--- src/rtl/core/circular_array_list_core_macros.svh ---
// Assertion macros for the circular array list core.
// Used by the top level; expects clk_i and rst_ni in scope.
`ifndef CIRCULAR_ARRAY_LIST_CORE_MACROS_SVH
`define CIRCULAR_ARRAY_LIST_CORE_MACROS_SVH

// Same-cycle implication, disabled in reset.
`define CAL_ASSERT_NOW(label, ante, cons) \
  label: assert property (@(posedge clk_i) disable iff (!rst_ni) (ante) |-> (cons)) \
    else $error("circular_array_list_core: same-cycle check failed");

// Next-cycle implication, disabled in reset.
`define CAL_ASSERT_NEXT(label, ante, cons) \
  label: assert property (@(posedge clk_i) disable iff (!rst_ni) (ante) |=> (cons)) \
    else $error("circular_array_list_core: next-cycle check failed");

`endif

--- src/rtl/core/cal_pkg.sv ---
// Package for the circular array list core.
// Operation codes and the shift control type shared by the cells and top level.
`timescale 1ns / 1ps
`default_nettype none

package cal_pkg;

  typedef enum logic [2:0] {
    OP_FRONT     = 3'd0,
    OP_APPEND    = 3'd1,
    OP_INSERT_AT = 3'd2,
    OP_DELETE_AT = 3'd3,
    OP_READ_AT   = 3'd4,
    OP_FIND      = 3'd5,
    OP_CLEAR     = 3'd6
  } cal_op_e;

  typedef struct packed {
    logic ins;
    logic del;
  } cal_shift_t;

endpackage

`default_nettype wire

--- src/rtl/core/cal_cell.sv ---
// One storage cell of the list: holds the word at a fixed logical index.
// Shifts toward higher or lower neighbors on insert and delete; depends on cal_pkg.
`timescale 1ns / 1ps
`default_nettype none

module cal_cell #(
  parameter int Idx      = 0,
  parameter int PosW     = 4,
  parameter int WordBits = 32
) (
  input  wire logic                  clk_i,
  input  wire cal_pkg::cal_shift_t   shift_i,
  input  wire logic [PosW-1:0]       pos_i,
  input  wire logic [WordBits-1:0]   word_i,
  input  wire logic [WordBits-1:0]   left_i,
  input  wire logic [WordBits-1:0]   right_i,
  output logic      [WordBits-1:0]   data_o,
  output logic                       match_o
);
  import cal_pkg::*;

  localparam logic [PosW-1:0] IdxV = PosW'(Idx);

  logic [WordBits-1:0] data_q, data_d;

  always_comb begin
    data_d = data_q;
    if (shift_i.ins && (IdxV > pos_i)) begin
      data_d = left_i;
    end else if (shift_i.ins && (IdxV == pos_i)) begin
      data_d = word_i;
    end else if (shift_i.del && (IdxV >= pos_i)) begin
      data_d = right_i;
    end
  end

  always_ff @(posedge clk_i) begin
    data_q <= data_d;
  end

  assign data_o  = data_q;
  assign match_o = (data_q == word_i);

endmodule

`default_nettype wire

--- src/rtl/core/cal_find.sv ---
// Highest-index match encoder over the cell compare flags.
// Gates flags beyond the entry count; returns all ones when nothing matches.
`timescale 1ns / 1ps
`default_nettype none

module cal_find #(
  parameter int Capacity = 16,
  parameter int CntW     = 5,
  parameter int FoundW   = 5
) (
  input  wire logic [Capacity-1:0] match_i,
  input  wire logic [CntW-1:0]     count_i,
  output logic      [FoundW-1:0]   found_o
);
  import cal_pkg::*;

  always_comb begin
    found_o = '1;
    for (int i = 0; i < Capacity; i++) begin
      if (match_i[i] && (CntW'(i) < count_i)) begin
        found_o = FoundW'(i);
      end
    end
  end

endmodule

`default_nettype wire

--- src/rtl/core/circular_array_list_core.sv ---
// Circular array list core: ordered list of words kept in a chain of cells.
// Depends on cal_pkg, cal_cell, cal_find and the assertion macro header.
//
// Usage:
//   Request channel: in_valid_i / in_stall_o with operation_i, position_i, word_in_i.
//   Result channel:  out_valid_o / out_stall_i with ok_o, word_out_o,
//   found_index_o, entry_count_o. A transfer happens when valid is high and
//   stall is low.
//   Every request gives exactly one result, registered in the cycle after the
//   request is taken. Cells sit in logical order, so inserts and deletes shift
//   the whole chain as the result is registered and find compares all cells at once.
//   Throughput is one request per cycle; the result register is the only
//   buffer, so in_stall_o rises while a result waits and out_stall_i is high.
//   Reset clears the entry count and the result valid; cell contents are
//   undefined until written and are never read before that.
//   Rejected requests (full list, index out of range, unused code) give
//   ok_o = 0, word_out_o = 0 and leave the list unchanged.
`timescale 1ns / 1ps
`default_nettype none
`include "circular_array_list_core_macros.svh"

module circular_array_list_core #(
  parameter int CAPACITY  = 16,
  parameter int WORD_BITS = 32,
  localparam int PosW     = (CAPACITY > 1) ? $clog2(CAPACITY) : 1,
  localparam int CntW     = $clog2(CAPACITY + 1),
  localparam int FoundW   = PosW + 1
) (
  input  wire logic                       clk_i,
  input  wire logic                       rst_ni,
  input  wire logic                       in_valid_i,
  output logic                            in_stall_o,
  input  wire logic [2:0]                 operation_i,
  input  wire logic [PosW-1:0]            position_i,
  input  wire logic [WORD_BITS-1:0]       word_in_i,
  output logic                            out_valid_o,
  input  wire logic                       out_stall_i,
  output logic                            ok_o,
  output logic      [WORD_BITS-1:0]       word_out_o,
  output logic signed [FoundW-1:0]        found_index_o,
  output logic      [CntW-1:0]            entry_count_o
);
  import cal_pkg::*;

  logic                 accept;
  logic                 full;
  logic                 pos_ok;
  logic [CntW-1:0]      count_q, count_d;
  cal_shift_t           shift;
  logic [PosW-1:0]      shift_pos;
  logic [WORD_BITS-1:0] cell_data [CAPACITY];
  logic [CAPACITY-1:0]  match;
  logic [FoundW-1:0]    find_idx;

  logic                 ok_d;
  logic [WORD_BITS-1:0] word_d;
  logic [FoundW-1:0]    found_d;

  logic                 out_valid_q;
  logic                 ok_q;
  logic [WORD_BITS-1:0] word_q;
  logic [FoundW-1:0]    found_q;
  logic [CntW-1:0]      entry_q;

  assign in_stall_o = out_valid_q && out_stall_i;
  assign accept     = in_valid_i && !in_stall_o;
  assign full       = (count_q == CntW'(CAPACITY));
  assign pos_ok     = (CntW'(position_i) < count_q);

  for (genvar g = 0; g < CAPACITY; g++) begin : g_cell
    logic [WORD_BITS-1:0] left, right;
    if (g == 0) begin : g_first
      assign left = '0;
    end else begin : g_mid_l
      assign left = cell_data[g-1];
    end
    if (g == CAPACITY - 1) begin : g_last
      assign right = '0;
    end else begin : g_mid_r
      assign right = cell_data[g+1];
    end
    cal_cell #(
      .Idx      (g),
      .PosW     (PosW),
      .WordBits (WORD_BITS)
    ) u_cell (
      .clk_i   (clk_i),
      .shift_i (shift),
      .pos_i   (shift_pos),
      .word_i  (word_in_i),
      .left_i  (left),
      .right_i (right),
      .data_o  (cell_data[g]),
      .match_o (match[g])
    );
  end

  cal_find #(
    .Capacity (CAPACITY),
    .CntW     (CntW),
    .FoundW   (FoundW)
  ) u_find (
    .match_i (match),
    .count_i (count_q),
    .found_o (find_idx)
  );

  always_comb begin
    count_d   = count_q;
    shift     = '0;
    shift_pos = position_i;
    ok_d      = 1'b0;
    word_d    = '0;
    found_d   = '1;
    case (operation_i)
      OP_FRONT: begin
        if (!full) begin
          shift.ins = 1'b1;
          shift_pos = '0;
          count_d   = count_q + CntW'(1);
          ok_d      = 1'b1;
        end
      end
      OP_APPEND: begin
        if (!full) begin
          shift.ins = 1'b1;
          shift_pos = count_q[PosW-1:0];
          count_d   = count_q + CntW'(1);
          ok_d      = 1'b1;
        end
      end
      OP_INSERT_AT: begin
        if (pos_ok && !full) begin
          shift.ins = 1'b1;
          count_d   = count_q + CntW'(1);
          ok_d      = 1'b1;
        end
      end
      OP_DELETE_AT: begin
        if (pos_ok) begin
          shift.del = 1'b1;
          word_d    = cell_data[position_i];
          count_d   = count_q - CntW'(1);
          ok_d      = 1'b1;
        end
      end
      OP_READ_AT: begin
        if (pos_ok) begin
          word_d = cell_data[position_i];
          ok_d   = 1'b1;
        end
      end
      OP_FIND: begin
        found_d = find_idx;
        ok_d    = 1'b1;
      end
      OP_CLEAR: begin
        count_d = '0;
        ok_d    = 1'b1;
      end
      default: begin
        ok_d = 1'b0;
      end
    endcase
    if (!accept) begin
      shift   = '0;
      count_d = count_q;
    end
  end

  always_ff @(posedge clk_i or negedge rst_ni) begin
    if (!rst_ni) begin
      count_q     <= '0;
      out_valid_q <= 1'b0;
    end else begin
      count_q <= count_d;
      if (accept) begin
        out_valid_q <= 1'b1;
      end else if (!out_stall_i) begin
        out_valid_q <= 1'b0;
      end
    end
  end

  always_ff @(posedge clk_i) begin
    if (accept) begin
      ok_q    <= ok_d;
      word_q  <= word_d;
      found_q <= found_d;
      entry_q <= count_d;
    end
  end

  assign out_valid_o   = out_valid_q;
  assign ok_o          = ok_q;
  assign word_out_o    = word_q;
  assign found_index_o = found_q;
  assign entry_count_o = entry_q;

  `CAL_ASSERT_NOW(a_count_range, 1'b1, count_q <= CntW'(CAPACITY))
  `CAL_ASSERT_NEXT(a_clear_empties, accept && (operation_i == OP_CLEAR), ok_q && (count_q == '0) && (entry_q == '0))
  `CAL_ASSERT_NEXT(a_reject_holds, accept && !ok_d, count_q == $past(count_q))
  `CAL_ASSERT_NOW(a_found_live, out_valid_q && !found_q[FoundW-1], ok_q && (CntW'(found_q[PosW-1:0]) < entry_q))

endmodule

`default_nettype wire
--- config.mk ---
export PLATFORM = sky130hd
export DESIGN_NAME = circular_array_list_core
export DESIGN_NICKNAME = d
export VERILOG_FILES = /design/src/rtl/core/cal_pkg.sv /design/src/rtl/core/cal_cell.sv /design/src/rtl/core/cal_find.sv /design/src/rtl/core/circular_array_list_core.sv
export VERILOG_INCLUDE_DIRS = /design/src /design/src/rtl/core
export SDC_FILE = /design/constraint.sdc
export NUM_CORES = 2
export LEC_CHECK = 0
export BUFFER_PORTS_ARGS = -buffer_cell sky130_fd_sc_hd__buf_2
export CAP_MARGIN = 40
export CORE_MARGIN = 3
export CORE_UTILIZATION = 64
export DETAILED_ROUTE_END_ITERATION = 16
export PLACE_DENSITY = 0.82
export SETUP_SLACK_MARGIN = 0.5
export SYNTH_ARGS = -nofsm -noshare
export SYNTH_HDL_FRONTEND = slang
export SYNTH_SLANG_ARGS = --single-unit
--- constraint.sdc ---
create_clock -name clk_i -period 10.38 [get_ports clk_i]
set_input_delay 0 -clock clk_i [delete_from_list [all_inputs] [get_ports clk_i]]
set_output_delay 0 -clock clk_i [all_outputs]
set_load 0.005 [all_outputs]
# ---- Word level (Yosys, flattened, before mapping)
# Cells that the tools add are included.
dict set report word_totals {
  output_inout_bits 45
  ff_bits 561
  inputBits 43
  wordCells 297
}
dict set report op_classes {
  reduce_logical 95
  order_cmp 50
  eq_ne 39
  add_sub_neg 2
  bitwise 2
  mux 83
}
# op n
set op_table {}
lappend op_table {{2-to-1 mux 32 bit} 49}
lappend op_table {{equality test 32 bit} 16}
lappend op_table {{binary-select mux 32 bit (select 4 bit)} 1}
lappend op_table {{2-to-1 mux 5 bit} 20}
lappend op_table {{logical AND 1 bit} 67}
lappend op_table {{nonzero test 3 bit} 15}
lappend op_table {{less-than comparator 4 x 5 -> 1 bit (first input constant)} 8}
lappend op_table {{equality test 4 bit (first input constant)} 8}
lappend op_table {{greater-or-equal comparator 4 bit (first input constant)} 8}
lappend op_table {{> comparator 4 bit (first input constant)} 8}
lappend op_table {{less-than comparator 3 x 5 -> 1 bit (first input constant)} 4}
lappend op_table {{one-hot mux 5 bit (4 select lines)} 1}
lappend op_table {{equality test 3 x 4 -> 1 bit (first input constant)} 4}
lappend op_table {{greater-or-equal comparator 3 x 4 -> 1 bit (first input constant)} 4}
lappend op_table {{> comparator 3 x 4 -> 1 bit (first input constant)} 4}
lappend op_table {{less-than comparator 1 x 5 -> 1 bit (first input constant)} 2}
lappend op_table {{less-than comparator 2 x 5 -> 1 bit (first input constant)} 2}
lappend op_table {{equality test 3 bit (second input constant)} 3}
lappend op_table {{OR reduction 9 bit} 1}
lappend op_table {{equality test 2 x 4 -> 1 bit (first input constant)} 2}
lappend op_table {{greater-or-equal comparator 1 x 4 -> 1 bit (first input constant)} 2}
lappend op_table {{greater-or-equal comparator 2 x 4 -> 1 bit (first input constant)} 2}
lappend op_table {{> comparator 1 x 4 -> 1 bit (first input constant)} 2}
lappend op_table {{> comparator 2 x 4 -> 1 bit (first input constant)} 2}
lappend op_table {{25 further kinds} 36}

# ---- Depth between registers and ports, before layout
dict set report depth {
  depth_word 18
  ltp_mapped 16
  ltp_nobuf 11
}

# ---- By module
# From an unflattened synthesis, not the netlist that was laid out.
dict set report hier_totals {
  hier_cells 3502
  area_unflattened_um2 38763.4
}
# mod seq_area_each_um2 area_each_um2 instances cells_each
set by_module_without_submodules {}
lappend by_module_without_submodules {circular_array_list_core 1441.4 6271.0 1 460}
lappend by_module_without_submodules {{cal_cell (g_cell[2].u_cell)} 960.9 2243.4 1 231}
lappend by_module_without_submodules {{cal_cell (g_cell[1].u_cell)} 960.9 2185.8 1 185}
lappend by_module_without_submodules {{cal_cell (g_cell[13].u_cell)} 960.9 2154.6 1 188}
lappend by_module_without_submodules {{cal_cell (g_cell[4].u_cell)} 960.9 2074.5 1 196}
lappend by_module_without_submodules {{cal_cell (g_cell[3].u_cell)} 960.9 2044.5 1 185}
lappend by_module_without_submodules {{cal_cell (g_cell[15].u_cell)} 960.9 1999.4 1 183}
lappend by_module_without_submodules {{cal_cell (g_cell[7].u_cell)} 960.9 1998.2 1 185}
lappend by_module_without_submodules {{cal_cell (g_cell[10].u_cell)} 960.9 1995.7 1 225}
lappend by_module_without_submodules {{cal_cell (g_cell[14].u_cell)} 960.9 1974.4 1 186}
lappend by_module_without_submodules {{cal_cell (g_cell[9].u_cell)} 960.9 1961.9 1 188}
lappend by_module_without_submodules {{cal_cell (g_cell[6].u_cell)} 960.9 1925.6 1 191}
lappend by_module_without_submodules {{cal_cell (g_cell[8].u_cell)} 960.9 1915.6 1 191}
lappend by_module_without_submodules {{cal_cell (g_cell[11].u_cell)} 960.9 1906.8 1 188}
lappend by_module_without_submodules {{4 more rows} - - - -}

# ---- Worst setup path before layout
# OpenSTA, ideal clock, no wires.
dict set report synth_path {
  kind {register -> register}
  from {register count_q[1]}
  to {register g_cell[0].u_cell.data_q[0] (enable)}
  path_stages_with_launch 15
  setup_ns 0.502
  period_less_slack_ns 7.234
  t_required_ns 9.878
  path_slack_ns 3.146
  n_path_buf 4
  arrival_time_ns 6.731
  path_cell_list {dfrtp_1 > clkbuf_1 > inv_1 > ha_1 > a21o_1 > a21o_1 > a31o_1 > or4_1 > buf_2 > buf_6 > and2_1 > clkbuf_1 > inv_1 > nand2_1 > nor4_1}
}
dict set report synth_between {
  elab_chain_cells 8
  word_cells_on_any_way 20
  cone_classes {order compare (3); eq/ne (1); mux (9); reduce/logical (7)}
}
# item line
set synth_lines {}
lappend synth_lines {{from (decl)} circular_array_list_core.sv:48} ;# logic [CntW-1:0] count_q, count_d;
lappend synth_lines {{from (signal assigned)} circular_array_list_core.sv:176} ;# count_q <= count_d;
lappend synth_lines {{parallel branches: the longest is 8 deep, another holds greater-or-equal comparator 1 x 4 -> 1 bit} -}
lappend synth_lines {{to (signal assigned)} cal_cell.sv:38} ;# data_q <= data_d;
lappend synth_lines {{to (decl)} cal_cell.sv:24} ;# logic [WordBits-1:0] data_q, data_d;
# Parallel ways; which one is timed is not known.
# A chain may end at the register's enable or synchronous reset.

# ---- Worst setup path after layout
dict set report layout_path {
  from {register count_q[1]}
  to {register g_cell[3].u_cell.data_q[12] (enable)}
}
dict set report layout_between {
  elab_chain_cells 8
  word_cells_on_any_way 20
  cone_classes {order compare (3); eq/ne (2); mux (9); reduce/logical (6)}
}
# item line
set layout_lines {}
lappend layout_lines {{parallel branches: the longest is 7 deep, another holds greater-or-equal comparator 2 x 4 -> 1 bit} -}
lappend layout_lines {{nonzero test 3 bit (no line) (*)} -}
lappend layout_lines {{to (signal assigned)} cal_cell.sv:38}
lappend layout_lines {{to (decl)} cal_cell.sv:24}
# Mark *: on every way between the ends.

==> flow_metrics.py <==
metrics = {
    "synth": {
        "async_flop_share": 0.01070,
        "synth.distinct_cells": 52,
        "ys_warn_count": 0,
        "syn_nets": 3449,
        "syn_avg_cell_area_um2": 11.02,
        "synth_flop_cell": "edfxtp_1",
        "syn-instance-count": 3399,
        "yosys.cell_count.top_type": "edfxtp_1",
        "yosys.area.top_type": "edfxtp_1",
        "synth_area_leaders": "edfxtp_1 44%, mux4_2 9.6%, mux2i_1 8.6%, xnor2_1 7.7%, nand2_1 4.5%",
        "ys_seq_elements": 561,
        "seq_area_frac_synth": 0.4490,
        "synth.top_cell.area_share": 0.4450,
        "synth_commonest_cells": "555 x edfxtp_1, 452 x nand2_1, 329 x xnor2_1, 320 x mux2i_1, 247 x clkbuf_1",
        "synth_edf_count": 555,
        "syn_area_um2": 37450,
    },
    "global_route": {
        "grt_pass1_vias": 28450,
        "overflow": 0,
        "track_usage": 0.4827,
        "busiest_layer": "met2",
        "grt_use_met2": 0.6817,
        "grt.met1_usage": 0.6425,
        "grtUsageMet3": 0.1527,
        "grt_max_degree": 97,
        "antenna_found_initial": 10,
        "grt_pass1_wl_um": 210000,
    },
    "clock_tree": {
        "insertion_delay_ns": 0.64,
        "postCtsResizedCells": 0,
        "clk_pin_slew_ns": 0.06,
        "cts_sinks": 561,
        "cts-root-buf": "clkbuf_16",
        "holdBufCountCts": 4,
        "cts_tree": "yes",
        "numCtsBuffers": 66,
        "cts_buffer_depth": 3,
        "post-cts-setup-buffers": 0,
        "cts_htree_levels": 3,
    },
    "floorplan": {
        "initial_core_util": 0.6479,
        "die_h_um": 247.9,
        "fp.dieW_um": 247.9,
        "rows": 88,
        "core_um2": 57810,
        "die_area_um2": 61460,
        "io_pins": 88,
    },
    "final_layout": {
        "final_cell_count_no_fill": 4131,
        "final_net_count": 3363,
        "drive_gt1_frac": 0.1519,
        "syn2layout_area_growth_pct": 8.579,
        "postLayoutCellArea_um2": 40670,
        "final_core_util": 0.7035,
    },
    "setup_path": {
        "crit_arrival_ns": 5.71,
        "reg2reg_to": "g_cell[3].u_cell.data_o[12]",
        "start_kind": "flop",
        "crit_required_ns": 10.72,
        "r2r_start": "count_q[1]",
        "rrSetupSlack_ns": 5.01,
        "crit_end": "g_cell[3].u_cell.data_o[12]",
        "endpoint_kind": "flop",
        "startpoint": "count_q[1]",
        "criticalPathCategory": "reg -> reg",
        "reg2reg_depth": 12,
        "worst-path-max-fanout": 33,
    },
    "sta": {
        "hold_viol": 0,
        "finalCritPeriodShare": 0.5174,
        "max_slew_margin": 0.2967,
        "setup_viol": 0,
        "rsz0062_at_grt": "false",
        "fin_tns_setup_ns": 0,
        "final_max_slew_viol_count": 0,
        "skew_ns": 0.02343,
        "fmax_mhz": 186.2,
        "period_minus_slack_ns": 5.371,
        "worstMarginPinSlew_ns": 1.051,
    },
    "routing": {
        "wire_per_inst_um": 36.12,
        "dr.pass1.iters": 12,
        "vias_per_cell": 7.455,
        "drt_iter0_drc": 5882,
        "totalWireLength_um": 149200,
        "drc": 0,
        "ant_nets": 0,
        "via_count": 30800,
    },
    "status": {
        "status": "finished, final reports clean",
    },
    "power": {
        "p_leak_nw": 15.48,
        "p_total_mw": 6.680,
        "powerDensity_nw_per_um2": 164.3,
        "ir_drop_v": 0.0001431,
    },
    "place": {
        "place_inst": 4006,
        "place_area_um2": 38520,
        "gp_congestion": 1.035,
        "dpl.hpwl_um": 103300,
        "portBuffers": 87,
    },
    "flow_run": {
        "maxCapViolCount": 0,
    },
    "min_path": {
        "hold_class": "in -> reg",
    },
}
-- sequential cells by signal (all words and copies together) (netlist names) --
register	flops
count_q	5
entry_count_o	5
found_index_o	5
g_cell.u_cell.data_o	512
ok_o	1
out_valid_o	1
word_out_o	32
-- placed cells by master (no fill, tap or decap), types with 7 or more instances in the layout --
| cell type | instances |
|---|---|
| edfxtp_1 | 555 |
| buf_4 | 79 |
| nand2b_1 | 7 |
| buf_12 | 7 |
| nand2_1 | 445 |
| nor2_1 | 87 |
| clkbuf_16 | 68 |
| a22oi_1 | 32 |
| buf_2 | 87 |
| a222oi_1 | 32 |
| a221o_1 | 32 |
| a21oi_1 | 115 |
| xor2_1 | 184 |
| nand2_2 | 7 |
| nor2_4 | 15 |
| clkbuf_1 | 11 |
| nand3_1 | 23 |
| xnor2_1 | 329 |
| mux4_2 | 160 |
| and3_1 | 37 |
| o22ai_1 | 35 |
| mux2i_1 | 320 |
| mux2_2 | 32 |
| o21ai_0 | 186 |
| nor4_1 | 58 |
| clkinv_1 | 15 |
| ha_1 | 7 |
| inv_1 | 43 |
| nand4_1 | 89 |
| clkinv_2 | 11 |
| nor3_1 | 24 |
| o21ai_1 | 114 |
| nor2b_1 | 36 |
-- final cells by class --
cell class	count	area, um2
multi-input cells	2457	19290
fillers	4265	17140
flip-flops and latches	561	16820
clock buffers	81	1770
repair buffers	183	1328
well taps	765	957.2
clock inverters	37	332.8
inverters	44	165.2
diodes	3	7.507
-- metal layers --
metal,routed length [um],part of all wire
met1,49640,0.33
met2,62250,0.42
met3,24280,0.16
met4,13000,0.087
met5,33,0.00022
-- critical path, stage by stage, from the launching register on --
cell and delay (ns):
dfrtp_1 0.56, inv_1 0.20, ha_1 0.33, a21o_1 0.16
a21o_1 0.18, a31o_1 0.24, or4_2 0.63, and2_1 0.38
inv_1 0.13, buf_4 0.54, nand2_1 0.60, nor2_4 0.87
buf_16 0.23
-- per-stage QoR --
| step | worst slack (ns) | hold slack, ns |
|---|---|---|
| 4_1_cts | 5.158 | 0.05841 |
| 2_1_floorplan | 3.146 | -0.2956 |
| 3_3_place_gp | 4.851 | -0.1209 |
| 6_report | 5.009 | 0.07592 |
| 5_1_grt | 4.859 | 0.07624 |
| 3_5_place_dp | 5.064 | -0.1193 |
-- report_power, final --
part           switching, mW  leakage (nW)  internal [mW]  total [mW]
Combinational          0.939          9.29          0.479        1.42
Clock                   1.00          1.04           1.34        2.35
Sequential             0.209          5.15           2.71        2.92
Total                   2.15          15.5           4.53        6.68
-- how the worst min path moves through the flow --
stage / start / endpoint / slack, ns / depth (start not counted)
floorplan: rst_ni / count_q[0] / -0.30 / 0
global placement: rst_ni / out_valid_o / -0.12 / 1
detailed placement: rst_ni / out_valid_o / -0.12 / 1
CTS: operation_i[2] / count_q[0] / 0.06 / 2
global route: operation_i[2] / count_q[1] / 0.08 / 2
finish: word_in_i[21] / g_cell[15].u_cell.data_o[21] / 0.08 / 4
-- cells by family (layout without fill, tap and decap cells) --
logic type | Yosys count | in the layout | synth area share
compound gates | 575 | 575 | 0.09053
other cells | 0 | 3 | 0
buf+inv | 381 | 345 | 0.04226
flops | 561 | 561 | 0.4490
fa+ha+maj | 7 | 7 | 0.002338
mux | 512 | 512 | 0.1913
simple gates | 850 | 850 | 0.1046
xor+xnor | 513 | 513 | 0.1200
(Power assumes the default switching activity.)
